**config.mk**
```make
export PLATFORM = sky130hd
export DESIGN_NAME = signed_int_to_decimal_ascii
export DESIGN_NICKNAME = d
export VERILOG_FILES = /design/src/rtl/sidec_pkg.sv /design/src/rtl/sidec_datapath.sv /design/src/rtl/sidec_ctrl.sv /design/src/rtl/signed_int_to_decimal_ascii.sv
export SDC_FILE = /design/constraint.sdc
export NUM_CORES = 1
export LEC_CHECK = 0
export ABC_CLOCK_PERIOD_IN_PS = 3300
export BUFFER_PORTS_ARGS = -buffer_cell sky130_fd_sc_hd__buf_2
export CORE_UTILIZATION = 50
export CTS_CLUSTER_DIAMETER = 80
export DETAILED_ROUTE_END_ITERATION = 8
export PLACE_DENSITY = 0.74
export RECOVER_POWER = 50
export SYNTH_ARGS = -nofsm -noshare
export SYNTH_HDL_FRONTEND = slang
export SYNTH_HIERARCHICAL = 1
export SYNTH_SLANG_ARGS = --single-unit
```
**constraint.sdc**
```tcl
create_clock -name clk -period 3.3 [get_ports clk]
set_input_delay 0.33 -clock clk [delete_from_list [all_inputs] [get_ports clk]]
set_output_delay 0.33 -clock clk [all_outputs]
set_load 0.01 [all_outputs]
```
**src/rtl/sidec_pkg.sv**
```systemverilog
// ----------------------------------------------------------------------------
// sidec_pkg
// shared constants and controller/datapath interface types for the signed
// integer to decimal ascii converter
// ----------------------------------------------------------------------------
package sidec_pkg;

    localparam int VALUE_W   = 32;                 // input integer width
    localparam int DIGITS    = 10;                 // max decimal digits of 2^32-1
    localparam int BCD_W     = 4 * DIGITS;         // packed bcd width
    localparam int ITER_W    = $clog2(VALUE_W);    // shift iteration counter
    localparam int NDIG_W    = $clog2(DIGITS + 1); // digit count, holds DIGITS
    localparam int CHAR_W    = 8;

    localparam logic [CHAR_W-1:0] CHAR_ZERO  = 8'h30; // '0'
    localparam logic [CHAR_W-1:0] CHAR_MINUS = 8'h2D; // '-'

    localparam logic [ITER_W-1:0] ITER_LAST = ITER_W'(VALUE_W - 1);

    // commands from controller to datapath
    typedef struct packed {
        logic load;       // capture input, form magnitude
        logic conv_step;  // one double-dabble iteration
        logic digit_step; // drop the top digit
        logic sign_sel;   // output shows the minus sign
    } dp_cmd_t;

    // status from datapath to controller
    typedef struct packed {
        logic conv_last;  // current iteration is the final one
        logic top_zero;   // top bcd digit is zero
        logic one_left;   // only one digit remains
        logic negative;   // captured value was negative
    } dp_status_t;

endpackage

```
**src/rtl/sidec_datapath.sv**
```systemverilog
// ----------------------------------------------------------------------------
// sidec_datapath
// magnitude capture, shift-and-add-3 binary to bcd conversion and digit
// output shifter
// ----------------------------------------------------------------------------
module sidec_datapath (
    input  logic                                clk,
    input  logic                                rst_n,
    input  logic [sidec_pkg::VALUE_W-1:0]       value,
    input  sidec_pkg::dp_cmd_t                  cmd,
    output sidec_pkg::dp_status_t               status,
    output logic [sidec_pkg::CHAR_W-1:0]        character
);

    logic [sidec_pkg::VALUE_W-1:0] bin_reg,  bin_next;
    logic [sidec_pkg::BCD_W-1:0]   bcd_reg,  bcd_next;
    logic [sidec_pkg::ITER_W-1:0]  iter_reg, iter_next;
    logic [sidec_pkg::NDIG_W-1:0]  ndig_reg, ndig_next;
    logic                          neg_reg,  neg_next;
    logic [sidec_pkg::BCD_W-1:0]   bcd_adj;
    logic [3:0]                    top_digit;

    // add 3 to every digit of 5 or more before the shift
    always_comb
    begin
        for (int i = 0; i < sidec_pkg::DIGITS; i++)
        begin
            if (bcd_reg[4*i +: 4] >= 4'd5)
                bcd_adj[4*i +: 4] = bcd_reg[4*i +: 4] + 4'd3;
            else
                bcd_adj[4*i +: 4] = bcd_reg[4*i +: 4];
        end
    end

    assign top_digit = bcd_reg[sidec_pkg::BCD_W-1 -: 4];

    always_comb
    begin
        bin_next  = bin_reg;
        bcd_next  = bcd_reg;
        iter_next = iter_reg;
        ndig_next = ndig_reg;
        neg_next  = neg_reg;
        if (cmd.load)
        begin
            neg_next  = value[sidec_pkg::VALUE_W-1];
            bin_next  = value[sidec_pkg::VALUE_W-1] ? (~value + 1'b1) : value;
            bcd_next  = '0;
            iter_next = '0;
            ndig_next = sidec_pkg::NDIG_W'(sidec_pkg::DIGITS);
        end
        else if (cmd.conv_step)
        begin
            bcd_next  = {bcd_adj[sidec_pkg::BCD_W-2:0], bin_reg[sidec_pkg::VALUE_W-1]};
            bin_next  = {bin_reg[sidec_pkg::VALUE_W-2:0], 1'b0};
            iter_next = iter_reg + 1'b1;
        end
        else if (cmd.digit_step)
        begin
            bcd_next  = {bcd_reg[sidec_pkg::BCD_W-5:0], 4'd0};
            ndig_next = ndig_reg - 1'b1;
        end
    end

    always_ff @(posedge clk or negedge rst_n)
    begin
        if (!rst_n)
        begin
            iter_reg <= '0;
            ndig_reg <= '0;
            neg_reg  <= 1'b0;
        end
        else
        begin
            iter_reg <= iter_next;
            ndig_reg <= ndig_next;
            neg_reg  <= neg_next;
        end
    end

    always_ff @(posedge clk)
    begin
        bin_reg <= bin_next;
        bcd_reg <= bcd_next;
    end

    assign status.conv_last = (iter_reg == sidec_pkg::ITER_LAST);
    assign status.top_zero  = (top_digit == 4'd0);
    assign status.one_left  = (ndig_reg == sidec_pkg::NDIG_W'(1));
    assign status.negative  = neg_reg;

    assign character = cmd.sign_sel ? sidec_pkg::CHAR_MINUS
                                    : (sidec_pkg::CHAR_ZERO | {4'd0, top_digit});

endmodule

```
**src/rtl/sidec_ctrl.sv**
```systemverilog
// ----------------------------------------------------------------------------
// sidec_ctrl
// sequencer: accept, convert, strip leading zeros, emit sign and digits
// ----------------------------------------------------------------------------
module sidec_ctrl (
    input  logic                   clk,
    input  logic                   rst_n,
    input  logic                   in_valid,
    output logic                   in_ready,
    output logic                   out_valid,
    input  logic                   out_ready,
    output logic                   out_last,
    input  sidec_pkg::dp_status_t  status,
    output sidec_pkg::dp_cmd_t     cmd
);

    typedef enum logic [2:0] {
        ST_IDLE,
        ST_CONV,
        ST_SKIP,
        ST_SIGN,
        ST_DIGIT
    } state_t;

    state_t state_reg, state_next;

    always_comb
    begin
        state_next     = state_reg;
        cmd            = '0;
        in_ready       = 1'b0;
        out_valid      = 1'b0;
        out_last       = 1'b0;
        unique case (state_reg)
            ST_IDLE:
            begin
                in_ready = 1'b1;
                if (in_valid)
                begin
                    cmd.load   = 1'b1;
                    state_next = ST_CONV;
                end
            end
            ST_CONV:
            begin
                cmd.conv_step = 1'b1;
                if (status.conv_last)
                    state_next = ST_SKIP;
            end
            ST_SKIP:
            begin
                // leading zeros go, but a lone zero digit stays
                if (status.top_zero && !status.one_left)
                    cmd.digit_step = 1'b1;
                else if (status.negative)
                    state_next = ST_SIGN;
                else
                    state_next = ST_DIGIT;
            end
            ST_SIGN:
            begin
                out_valid    = 1'b1;
                cmd.sign_sel = 1'b1;
                if (out_ready)
                    state_next = ST_DIGIT;
            end
            ST_DIGIT:
            begin
                out_valid = 1'b1;
                out_last  = status.one_left;
                if (out_ready)
                begin
                    if (status.one_left)
                        state_next = ST_IDLE;
                    else
                        cmd.digit_step = 1'b1;
                end
            end
            default:
            begin
                state_next = ST_IDLE;
            end
        endcase
    end

    always_ff @(posedge clk or negedge rst_n)
    begin
        if (!rst_n)
            state_reg <= ST_IDLE;
        else
            state_reg <= state_next;
    end

endmodule

```
**src/rtl/signed_int_to_decimal_ascii.sv**
```systemverilog
// ----------------------------------------------------------------------------
// signed_int_to_decimal_ascii
// converts a signed 32-bit integer to its decimal ascii text, one character
// per output transaction, most significant first, tlast on the final one
// ----------------------------------------------------------------------------
// sequence: accept, shift-and-add-3 conversion, leading-zero strip, then the
//   first character is offered; one character per cycle after while m_tready is high
// pacing: set by the shift-and-add-3 loop, one iteration per input bit, and the
//   one-digit-per-cycle output shifter, which holds while m_tready is low; a new
//   integer is accepted only once its text is sent
// reset: asynchronous active-low rst_n returns the sequencer to idle, no
//   output is offered and s_tready is high from reset on
module signed_int_to_decimal_ascii (
    input  logic        clk,
    input  logic        rst_n,
    // input stream
    input  logic        s_tvalid,
    output logic        s_tready,
    input  logic [31:0] s_tdata,    // [31:0] value, signed two's complement
    // output stream
    output logic        m_tvalid,
    input  logic        m_tready,
    output logic [7:0]  m_tdata,    // [7:0] character, ascii '-' or '0'..'9'
    output logic        m_tlast     // last_char: final character of the number
);

    sidec_pkg::dp_cmd_t    cmd;
    sidec_pkg::dp_status_t status;

    // the sequencer owns every handshake; the datapath only follows commands
    sidec_ctrl u_ctrl (
        .clk       (clk),
        .rst_n     (rst_n),
        .in_valid  (s_tvalid),
        .in_ready  (s_tready),
        .out_valid (m_tvalid),
        .out_ready (m_tready),
        .out_last  (m_tlast),
        .status    (status),
        .cmd       (cmd)
    );

    // magnitude, binary to bcd, and digit output; the character is decoded from
    // registers that hold steady while a transaction stalls
    sidec_datapath u_datapath (
        .clk       (clk),
        .rst_n     (rst_n),
        .value     (s_tdata),
        .cmd       (cmd),
        .status    (status),
        .character (m_tdata)
    );

endmodule

```
# [Yosys cells after proc, flatten, opt, wreduce, memory -nomap -nowiden]
# Index checks and enable logic that the tools add are counted.
[totals] ff_bits=85 in_bits=36
[op_classes] n_addsub=13 n_lt_le_gt_ge=10 n_eq_ne=13 n_mux=40 n_bitwise=1 n_reduce_logical=10
[op_table] op="$mux 32" count=3
[op_table] op="$mux 40" count=2
[op_table] op="$mux 4" count=12
[op_table] op="$ge 4x3->1 const B" count=10
[op_table] op="$add 4x2->4 const B" count=9
[op_table] op="$add 32x1->32 const B" count=1
[op_table] op="$not 32->32" count=1
[op_table] op="$mux 3" count=8
[op_table] op="$mux 5" count=3
[op_table] op="$pmux 3 s5" count=1
[op_table] op="$mux 1" count=10
[op_table] op="$ne 2x2->1 const B" count=5
[op_table] op="$eq 3x2->1 const B" count=2
[op_table] op="$reduce_and 6->1" count=1
[op_table] op="$reduce_bool 2->1" count=3
[op_table] op="$add 5x1->5 const B" count=1
[op_table] op="$eq 5x5->1 const B" count=1
[op_table] op="$eq 4x1->1 const B" count=1
[op_table] op="$logic_not 4->1" count=1
[op_table] op="$ne 2x1->1 const B" count=2
[op_table] op="$sub 4x1->4 const B" count=1
[op_table] op="$add 3x2->3 const B" count=1
[op_table] op="$eq 3x1->1 const B" count=1
[op_table] op="$eq 3x3->1 const B" count=1
[op_table] op="6 further kinds" count=6

# [Logic depth before layout (Yosys ltp)]
# Gate-level depths: netlist of run 1.
[logic_depth] ltp_word=8 mapped_depth=10

# [Modules after synthesis]
# Netlist of run 1, hierarchy kept.
[modules_own_cells] mod="sidec_datapath" instances=1 cells_per_inst=567 area_per_inst_um2=5121.2 seq_area_each_um2=2011.9
[modules_own_cells] mod="sidec_ctrl" instances=1 cells_per_inst=39 area_per_inst_um2=306.5 seq_area_each_um2=75.1

# [Worst setup path after synthesis of run 1]
# No wires, ideal clock.
[synth_timing] path_kind="register -> register" start="register u_ctrl.state_reg[1]" end="register u_datapath/bin_reg[0] in the netlist's numbering (enable)" setup_ns=0.375 arrival_time_ns=1.993 path_slack_ns=0.932 stages_incl_launch_ff=7 cell_sequence="dfrtp_1 > buf_2 > nor3_1 > and2_1 > clkbuf_1 > clkbuf_1 > or2_2"
[synth_rtl] element="start, declared" line_no="sidec_ctrl.sv:25" text="state_t state_reg, state_next;"
[synth_rtl] element="start signal, assigned" line_no="sidec_ctrl.sv:91" text="state_reg <= state_next;"
[synth_rtl] element="end signal, assigned" line_no="sidec_datapath.sv:83" text="bin_reg <= bin_next;"
[synth_rtl] element="end, declared" line_no="sidec_datapath.sv:15" text="logic [sidec_pkg::VALUE_W-1:0] bin_reg, bin_next;"

==> run_results.csv, run 1 <==
group,metric,value,unit
synthesis,ys_types,54,
power_and_ir_drop,p_leak,0.00225,uW
cts,cts.sinks,85,
cells_and_area,insertedDiodeCount,0,
placed_design,dp_hpwl,7590,um
synthesis,synth-edff-count,32,
synthesis,dominantRegCellSynth,"dfxtp_1",
synthesis,yosys_warnings,6,
sta,fmax,0.389,GHz
synthesis,synthesis.area,5430,um2
route,routed_wirelength,11200,um
global_routing,grt_overflow_total,0,
cts,numCtsBuffers,9,
cts,htreeDepth,3,
synthesis,ys_async_sr_fraction,0.153,
global_routing,grt_pass1_vias,4236,
cts,cts_root_buf,"clkbuf_8",
synthesis,synth_area_leader_cell,"edfxtp_1",
sta,skew,12.9,ps
run_status,status,"complete, no violations",
synthesis,synth_top_area_share,0.177,
critical_path,path_cells,"inv_1, ha_1, nor3b_1, nand3b_1, a21boi_0, buf_4, nor2b_1, a211oi_1, a211oi_1",
floorplan,die_x,106,um
cts,path_clk_slew,90,ps
power_and_ir_drop,peakVddDrop,0.391,mV
route,wl_per_cell,14.6,um
critical_path,cp_slowest_cell,"a21boi_0",
synthesis,synth-seq-area-share,0.385,
placed_design,detailed_place.area,5710,um2
cts,cts_tree,"built",
sta,hold_viol_final,0,
global_routing,antenna_found_initial,0,
route,vias_per_cell,5.79,
route,initialDrtViolationCount,260,
cts,clk_path_buf_depth,2,
floorplan,num_rows,37,
global_routing,grt_max_degree,56,
sta,tightest_slew,857,ps
floorplan,core_area,10400,um2
job,drv_cap,0,
sta,drv_slew,0,
min_path,min_path_type,"in2reg",
critical_path,worstSetupStartpointType,"register",
synthesis,avgSynthCellArea,8.96,um2
cts,clk_latency,380,ps
route,via_count,4457,
critical_path,r2r_slack,730,ps
placed_design,port_buffers,43,
sta,relSlewSlack,0.429,
power_and_ir_drop,p_per_area,939,nW/um2
critical_path,cp_top_family,"compound AO/OA/AOI/OAI gates",
synthesis,synth-seq-cells,85,
sta,rsz0062_at_grt,"no",
floorplan,fp.dieH,106,um
critical_path,crit_buf_inv,2,
sta,setup_tns,0,ps
cells_and_area,final_common_cell,"nor2_1",
critical_path,crit_required,3530,ps
critical_path,slowest_delay,480,ps
floorplan,initial_core_util,0.521,
cells_and_area,drive_above_1_share,0.129,
sta,min_period,2570,ps
sta,setup_violations,0,
critical_path,worstPathArrival,2800,ps
cells_and_area,fillers,965,
route,dr.pass1.iters,5,
cts,ctsResizeCount,0,
cells_and_area,area_growth,8.41,%
route,final_antenna_net_count,0,
critical_path,worstSetupPathType,"reg2reg",
floorplan,io_pins,47,
critical_path,crit_path_end_kind,"register",
sta,period_share,0.780,
route,drc,0,
cells_and_area,largest_reg_flops,40,
floorplan,die-area,11300,um2
global_routing,grt_first_pass_wirelength,19200,um
cells_and_area,fin_area,5880,um2
synthesis,syn_inst,606,
cells_and_area,final_nets,690,
critical_path,cpMostUsedCell,"a211oi_1",
synthesis,synth_area_leaders,"edfxtp_1, dfxtp_1, a211oi_1",
cells_and_area,layout_common_cells,"nor2_1, a21oi_1, a211oi_1",
global_routing,grt_usage,0.210,
placed_design,gp_congestion,0.819,
critical_path,worstPathMaxFanout,27,
[power breakdown]
group	total, uW	internal, uW	switching [uW]
sequential	2140	1730	404
combinational	2630	1080	1550
clock	758	354	405
[cells in the mapped netlist (3+ instances only)]
| cell type | count |
|---|---|
| nor3b_1 | 22 |
| nand3_1 | 3 |
| nor3_1 | 6 |
| ha_1 | 25 |
| nand2b_1 | 14 |
| buf_4 | 4 |
| or3_1 | 3 |
| o31ai_2 | 4 |
| a21oi_1 | 73 |
| o21ai_0 | 30 |
| o41ai_2 | 7 |
| edfxtp_1 | 32 |
| dfxtp_1 | 40 |
| clkbuf_1 | 28 |
| a211oi_1 | 55 |
| mux2i_1 | 4 |
| or2_2 | 4 |
| a32oi_1 | 9 |
| nand2_1 | 16 |
| nor2b_1 | 13 |
| inv_1 | 29 |
| xor2_1 | 31 |
| o31ai_1 | 4 |
| xnor2_1 | 13 |
| dfrtp_1 | 13 |
| nor2_1 | 78 |
| buf_1 | 5 |
[kinds of logic (layout without fill, tap and decap cells)]
logic type                 Yosys count  in the layout  share of synthesized area
buffers and inverters               70             97                     0.0544
muxes                                7              7                     0.0143
DFF                                 85             85                      0.385
adders and majority gates           25             25                     0.0576
AOI/OAI and AO/OA                  192            192                      0.236
xor gates and xnor gates            44             44                     0.0710
other                                2              3                    0.00138
and+or+nand+nor                    181            181                      0.181
[per-stage QoR]
step | utilization | power, uW | instances | hold slack (ps) | setup WS [ps]
detailed placement | 0.548 | 4790 | 753 | 232 | 943
CTS | 0.568 | 5570 | 770 | 259 | 962
finish | 0.565 | 5520 | 770 | 282 | 726
floorplan | - | 4170 | 607 | 34.4 | 932
global route | 0.565 | 6000 | 770 | 271 | 484
global placement | 0.548 | 4650 | 753 | 226 | 1040
[repair_timing]
| action | in CTS | in global routing |
|---|---|---|
| hold buffers | 1 | 0 |
| endpoints found under the hold margin | 13 | 0 |
| buffers inserted | 0 | 0 |
[area by class of cell]
class	instances	area, um2	area share
Inverter	29	109	0.0185
Tap cell	136	170	0.0289
Sequential cell	85	2090	0.355
Multi-Input combinational cell	452	3060	0.519
Timing Repair Buffer	52	265	0.0451
Clock buffer	9	124	0.0211
Clock inverter	7	73.8	0.0125
[layer usage]
metal / routed length (um) / track usage
met5: 0 / 0
met4: 137 / 0.0942
met3: 384 / 0.0448
met2: 5330 / 0.334
met1: 5370 / 0.272
[path summary, 6_finish.rpt]
check                                                       to                                 from  cells after the start
min in group asynchronous   u_datapath/iter_reg[3]$_DFFE_PN0P_                                rst_n                      2
max in group asynchronous   u_datapath/iter_reg[4]$_DFFE_PN0P_                                rst_n                      2
max reg2reg                 u_datapath/bcd_reg[6]$_SDFFE_PP0P_  u_datapath/bcd_reg[36]$_SDFFE_PP0P_                      9
min reg2reg                 u_datapath/bcd_reg[0]$_SDFFE_PP0P_     u_datapath/bin_reg[31]$_DFFE_PP_                      2
min                        u_datapath/bin_reg[0]$_SDFFCE_PN0P_                           s_tdata[0]                      2
max                         u_datapath/bcd_reg[6]$_SDFFE_PP0P_  u_datapath/bcd_reg[36]$_SDFFE_PP0P_                      9
(Power assumes the default switching activity.)
==> run 2: changes to the inputs <==
--- a/config.mk
+++ b/config.mk
@@ -5,7 +5,7 @@
 export SDC_FILE = /design/constraint.sdc
 export NUM_CORES = 1
 export LEC_CHECK = 0
-export ABC_CLOCK_PERIOD_IN_PS = 3300
+export ABC_CLOCK_PERIOD_IN_PS = 2500
 export BUFFER_PORTS_ARGS = -buffer_cell sky130_fd_sc_hd__buf_2
 export CORE_UTILIZATION = 50
 export CTS_CLUSTER_DIAMETER = 80
==> constraint.sdc (replaced) <==
create_clock -name clk -period 2.5 [get_ports clk]
set_input_delay 0.25 -clock clk [delete_from_list [all_inputs] [get_ports clk]]
set_output_delay 0.25 -clock clk [all_outputs]
set_load 0.01 [all_outputs]
==> run 2 against run 1 <==
  * Total power is 33% higher
  * Wire length down 1.4%
  * Final area increased by 0.85%
  * Global-route usage grew 0.072 points
  * Clock power increased by 28%
  * Critical path type unchanged
  * Largest power group unchanged
  * Highest routed layer unchanged
==> run_results.csv, run 2 (synthesis results as in run 1) <==
group,metric,value,unit
run_status,status,"complete, no violations",
min_path,min_path_type,"in2reg",
cts,clk_latency,360,ps
power_and_ir_drop,peakVddDrop,0.590,mV
power_and_ir_drop,p_leak,0.00227,uW
placed_design,port_buffers,43,
critical_path,crit_buf_inv,2,
global_routing,grt_overflow_total,0,
cts,path_clk_slew,90,ps
floorplan,die_x,106,um
floorplan,core_area,10400,um2
sta,tightest_slew,671,ps
floorplan,initial_core_util,0.521,
critical_path,slowest_delay,320,ps
sta,drv_slew,0,
route,dr.pass1.iters,4,
global_routing,grt_first_pass_wirelength,19500,um
cts,cts_tree,"built",
cells_and_area,largest_reg_flops,40,
sta,setup_violations,0,
global_routing,antenna_found_initial,0,
sta,fmax,0.453,GHz
cells_and_area,area_growth,9.34,%
critical_path,cpMostUsedCell,"a211oi_1",
global_routing,grt_pass1_vias,4339,
floorplan,die-area,11300,um2
cells_and_area,post-route-util,0.570,
sta,skew,15.4,ps
placed_design,dp_hpwl,7510,um
job,drv_cap,0,
sta,relSlewSlack,0.552,
cells_and_area,layout_common_cells,"nor2_1, a21oi_1, a211oi_1",
cts,cts.sinks,85,
critical_path,r2r_start,"u_datapath/bcd_reg[36]$_SDFFE_PP0P_",
cts,htreeDepth,3,
sta,hold_viol_final,0,
global_routing,grt_usage,0.210,
route,vias_per_cell,5.74,
sta,rsz0062_at_grt,"no",
cells_and_area,insertedDiodeCount,0,
route,via_count,4434,
critical_path,crit_required,2710,ps
critical_path,crit_path_end_kind,"register",
cells_and_area,final_nets,693,
floorplan,num_rows,37,
sta,setup_tns,0,ps
critical_path,path_cells,"inv_1, ha_1, nor3b_1, nand3b_1, a21boi_4, buf_4, nor2_1, a211oi_1, a211oi_1",
floorplan,fp.dieH,106,um
critical_path,worstPathMaxFanout,21,
critical_path,cp_slowest_cell,"dfxtp_1",
global_routing,grt_max_degree,57,
cts,clk_path_buf_depth,2,
min_path,hp-start,"s_tdata[0]",
placed_design,gp_congestion,0.800,
cells_and_area,drive_above_1_share,0.135,
route,drc,0,
cts,numCtsBuffers,9,
route,final_antenna_net_count,0,
route,wl_per_cell,14.3,um
power_and_ir_drop,p_per_area,1230,nW/um2
sta,period_share,0.883,
cts,cts_root_buf,"clkbuf_8",
route,initialDrtViolationCount,269,
critical_path,worstSetupPathType,"reg2reg",
route,routed_wirelength,11100,um
sta,min_period,2210,ps
critical_path,cp_top_family,"compound AO/OA/AOI/OAI gates",
cells_and_area,final_common_cell,"nor2_1",
critical_path,crit_start,"u_datapath/bcd_reg[36]$_SDFFE_PP0P_",
critical_path,worstSetupStartpointType,"register",
critical_path,worstPathArrival,2410,ps
floorplan,io_pins,47,
-- run 2: power breakdown --
part | switching, uW | leakage, uW | internal (uW)
Clock | 511 | 0.0000939 | 461
Combinational | 2050 | 0.00138 | 1490
Sequential | 525 | 0.000802 | 2290
-- run 2: metal layers --
metal / track usage / wire length, um / up-vias
met5: 0 / 0 / -
met4: 0.0704 / 82 / 0
met3: 0.0300 / 278 / 7
met2: 0.350 / 5240 / 66
met1: 0.280 / 5460 / 2124
li1: - / - / 2237
-- run 2: stage by stage --
stage	instances	area, um2	total power, uW	hold WS [ps]	setup WS, ps
detailed placement	756	5770	6410	149	248
finish	773	5930	7330	201	293
global placement	756	5770	6240	142	341
floorplan	607	5430	5510	-45.6	132
CTS	773	5970	7410	191	234
global route	773	5930	8000	222	34.4
-- run 2: path summary, 6_finish.rpt --
check | to | slack, ps | cells after the start
worst max-delay path | u_datapath/bcd_reg[9]$_SDFFE_PP0P_ | 290 | 9
worst min register to register | u_datapath/bcd_reg[39]$_SDFFE_PP0P_ | 530 | 2
min in group asynchronous | u_ctrl/state_reg[2]$_DFFE_PN0P_ | 430 | 2
max in group asynchronous | u_datapath/ndig_reg[0]$_DFFE_PN0P_ | 1640 | 2
worst max register to register | u_datapath/bcd_reg[9]$_SDFFE_PP0P_ | 290 | 9
worst min-delay path | u_datapath/bin_reg[0]$_SDFFCE_PN0P_ | 200 | 2
-- run 2: timing repair --
item / CTS / global route
hold buffers: 1 / 0
endpoints found under the setup margin: 0 / 4
setup buffers: 0 / 0
gates resized for setup: 0 / 1
hold endpoints to repair: 13 / 0
-- run 2: worst register-to-register path, stage by stage (launching register included) --
cell and delay, ps:
dfxtp_1 320, inv_1 120, ha_1 240, nor3b_1 280
nand3b_1 180, a21boi_4 220, buf_4 270, nor2_1 80
a211oi_1 250, a211oi_1 100
-- run 2: cell type report --
type,count,area (um2)
Fill cell,909,4480
Multi-Input combinational cell,452,3070
Sequential cell,85,2090
Timing Repair Buffer,55,307
Tap cell,136,170
Clock buffer,10,128
Inverter,29,109
Clock inverter,6,63.8
==> run 3: changes to the inputs <==
--- a/config.mk
+++ b/config.mk
@@ -7,10 +7,11 @@
 export LEC_CHECK = 0
 export ABC_CLOCK_PERIOD_IN_PS = 2500
 export BUFFER_PORTS_ARGS = -buffer_cell sky130_fd_sc_hd__buf_2
-export CORE_UTILIZATION = 50
+export CORE_UTILIZATION = 60
 export CTS_CLUSTER_DIAMETER = 80
+export CTS_CLUSTER_SIZE = 24
 export DETAILED_ROUTE_END_ITERATION = 8
-export PLACE_DENSITY = 0.74
+export PLACE_DENSITY = 0.85
 export RECOVER_POWER = 50
 export SYNTH_ARGS = -nofsm -noshare
 export SYNTH_HDL_FRONTEND = slang
==> run 3 against run 2 <==
  * Sequential share of layout area grew 0.097 points
  * Wire length is 3.6% higher
  * Final area fell by 0.27%
  * Core utilization is 11 points higher
  * Combinational power increased by 3%
  * Flip-flop and latch count unchanged
  * Via count up 2.6%
  * Critical endpoint unchanged
  * Largest power group unchanged
  * Register-to-register slack lost 80 ps
==> run_results.csv, run 3 (synthesis results as in run 1) <==
group,metric,value,unit
run_status,status,"complete, no violations",
cells_and_area,largest_reg_flops,40,
power_and_ir_drop,p_per_area,1240,nW/um2
cells_and_area,final_nets,695,
placed_design,port_buffers,43,
sta,hold_viol_final,0,
power_and_ir_drop,p_sw_frac,0.429,
global_routing,grt_first_pass_wirelength,20000,um
route,vias_per_cell,6.09,
placed_design,detailed_place.area,5730,um2
sta,min_period,2290,ps
sta,drv_slew,0,
critical_path,crit_path_end_kind,"register",
sta,fmax,0.436,GHz
power_and_ir_drop,power.share.combinational,0.495,
global_routing,grt_pass1_vias,4495,
power_and_ir_drop,power_switching,3160,uW
sta,skew,11.4,ps
route,initialDrtViolationCount,273,
cts,ctsResizeCount,0,
cells_and_area,fillers,686,
cells_and_area,fin_area,5920,um2
power_and_ir_drop,seqPwrFrac,0.381,
cts,clk_path_buf_depth,2,
power_and_ir_drop,internal-power,4200,uW
power_and_ir_drop,clkPwrFrac,0.124,
sta,rsz0062_at_grt,"no",
placed_design,dp_hpwl,8080,um
floorplan,die-area,9430,um2
route,dr.pass1.iters,5,
floorplan,fp.dieH,97.1,um
critical_path,crit_required,2730,ps
cts,cts.sinks,85,
route,drc,0,
job,drv_cap,0,
cts,cts_root_buf,"clkbuf_8",
global_routing,grt_usage,0.255,
placed_design,gp_congestion,0.794,
route,wl_per_cell,15.3,um
cells_and_area,area_growth,9.04,%
critical_path,worstPathArrival,2520,ps
critical_path,worstSetupPathType,"reg2reg",
power_and_ir_drop,peakVddDrop,0.535,mV
global_routing,grt_overflow_total,0,
cells_and_area,final_common_cell,"nor2_1",
global_routing,antenna_found_initial,0,
cells_and_area,layout_common_cells,"nor2_1, a21oi_1, a211oi_1",
cts,clk_latency,360,ps
route,final_antenna_net_count,0,
sta,relSlewSlack,0.531,
sta,setup_tns,0,ps
route,routed_wirelength,11500,um
cts,htreeDepth,3,
cts,numCtsBuffers,9,
cts,path_clk_slew,90,ps
critical_path,worstSetupStartpointType,"register",
floorplan,initial_core_util,0.622,
min_path,min_path_type,"in2reg",
cts,cts_tree,"built",
sta,setup_violations,0,
floorplan,die_x,97.1,um
sta,tightest_slew,703,ps
floorplan,num_rows,34,
floorplan,io_pins,47,
critical_path,worstPathMaxFanout,22,
sta,period_share,0.917,
floorplan,core_area,8720,um2
power_and_ir_drop,p_leak,0.00230,uW
cells_and_area,insertedDiodeCount,0,
global_routing,grt_max_degree,49,
cells_and_area,drive_above_1_share,0.149,
route,via_count,4550,
## run 3: area by class of cell
class	count	area (um2)	area share
Tap cell	108	135	0.0228
Inverter	29	109	0.0184
Sequential cell	85	2090	0.353
Timing Repair Buffer	57	332	0.0560
Multi-Input combinational cell	452	3070	0.519
Clock buffer	10	138	0.0233
Clock inverter	6	47.5	0.00803
## run 3: through the flow
step	total power, uW	cells	hold WS, ps	util	setup slack (ps)
floorplan	5510	607	-45.6	-	132
global placement	6180	729	148	0.657	349
detailed placement	6440	729	149	0.657	212
CTS	7370	746	192	0.680	194
global route	8010	747	197	0.679	13.9
finish	7360	747	203	0.679	208
## run 3: repair_timing
item	in CTS	in global routing
hold buffers	1	0
setup endpoints to repair	0	1
setup buffers	0	1
endpoints found under the hold margin	13	0
## run 3: worst max-delay path, cell delays in order (launching register included)
cell and delay (ps):
dfxtp_1 330, inv_1 120, ha_1 230, nor3b_1 260, nand3b_1 180, a21boi_4 320, buf_4 300, nor2_1 60
a211oi_1 260, a211oi_1 90
## run 3: layer usage
layer | wire [um] | part of all wire | GRT usage | vias up
met5 | 0 | 0 | 0 | -
met1 | 5070 | 0.44 | 0.321 | 2167
met4 | 160 | 0.014 | 0.0896 | 0
li1 | - | - | - | 2232
met2 | 5730 | 0.50 | 0.435 | 130
met3 | 493 | 0.043 | 0.0511 | 21
## run 3: worst paths after layout
path	from	to	slack, ps	depth (start not counted)
max in group asynchronous	rst_n	u_datapath/iter_reg[3]$_DFFE_PN0P_	1610	2
min in group asynchronous	rst_n	u_datapath/ndig_reg[0]$_DFFE_PN0P_	440	2
hold / removal	s_tdata[0]	u_datapath/bin_reg[0]$_SDFFCE_PN0P_	200	2
setup / recovery	u_datapath/bcd_reg[37]$_SDFFE_PP0P_	u_datapath/bcd_reg[9]$_SDFFE_PP0P_	210	9
setup reg to reg	u_datapath/bcd_reg[37]$_SDFFE_PP0P_	u_datapath/bcd_reg[9]$_SDFFE_PP0P_	210	9
hold reg to reg	u_datapath/bin_reg[31]$_DFFE_PP_	u_datapath/bcd_reg[0]$_SDFFE_PP0P_	500	2
## run 3: power groups by stage
stage	clock, uW	sequential [uW]	combinational [uW]
after CTS	925	2790	3650
after detailed placement	0	2820	3620
after global routing	996	2890	4120
after floorplan	0	2630	2870
final	912	2810	3640
after global placement	0	2780	3400
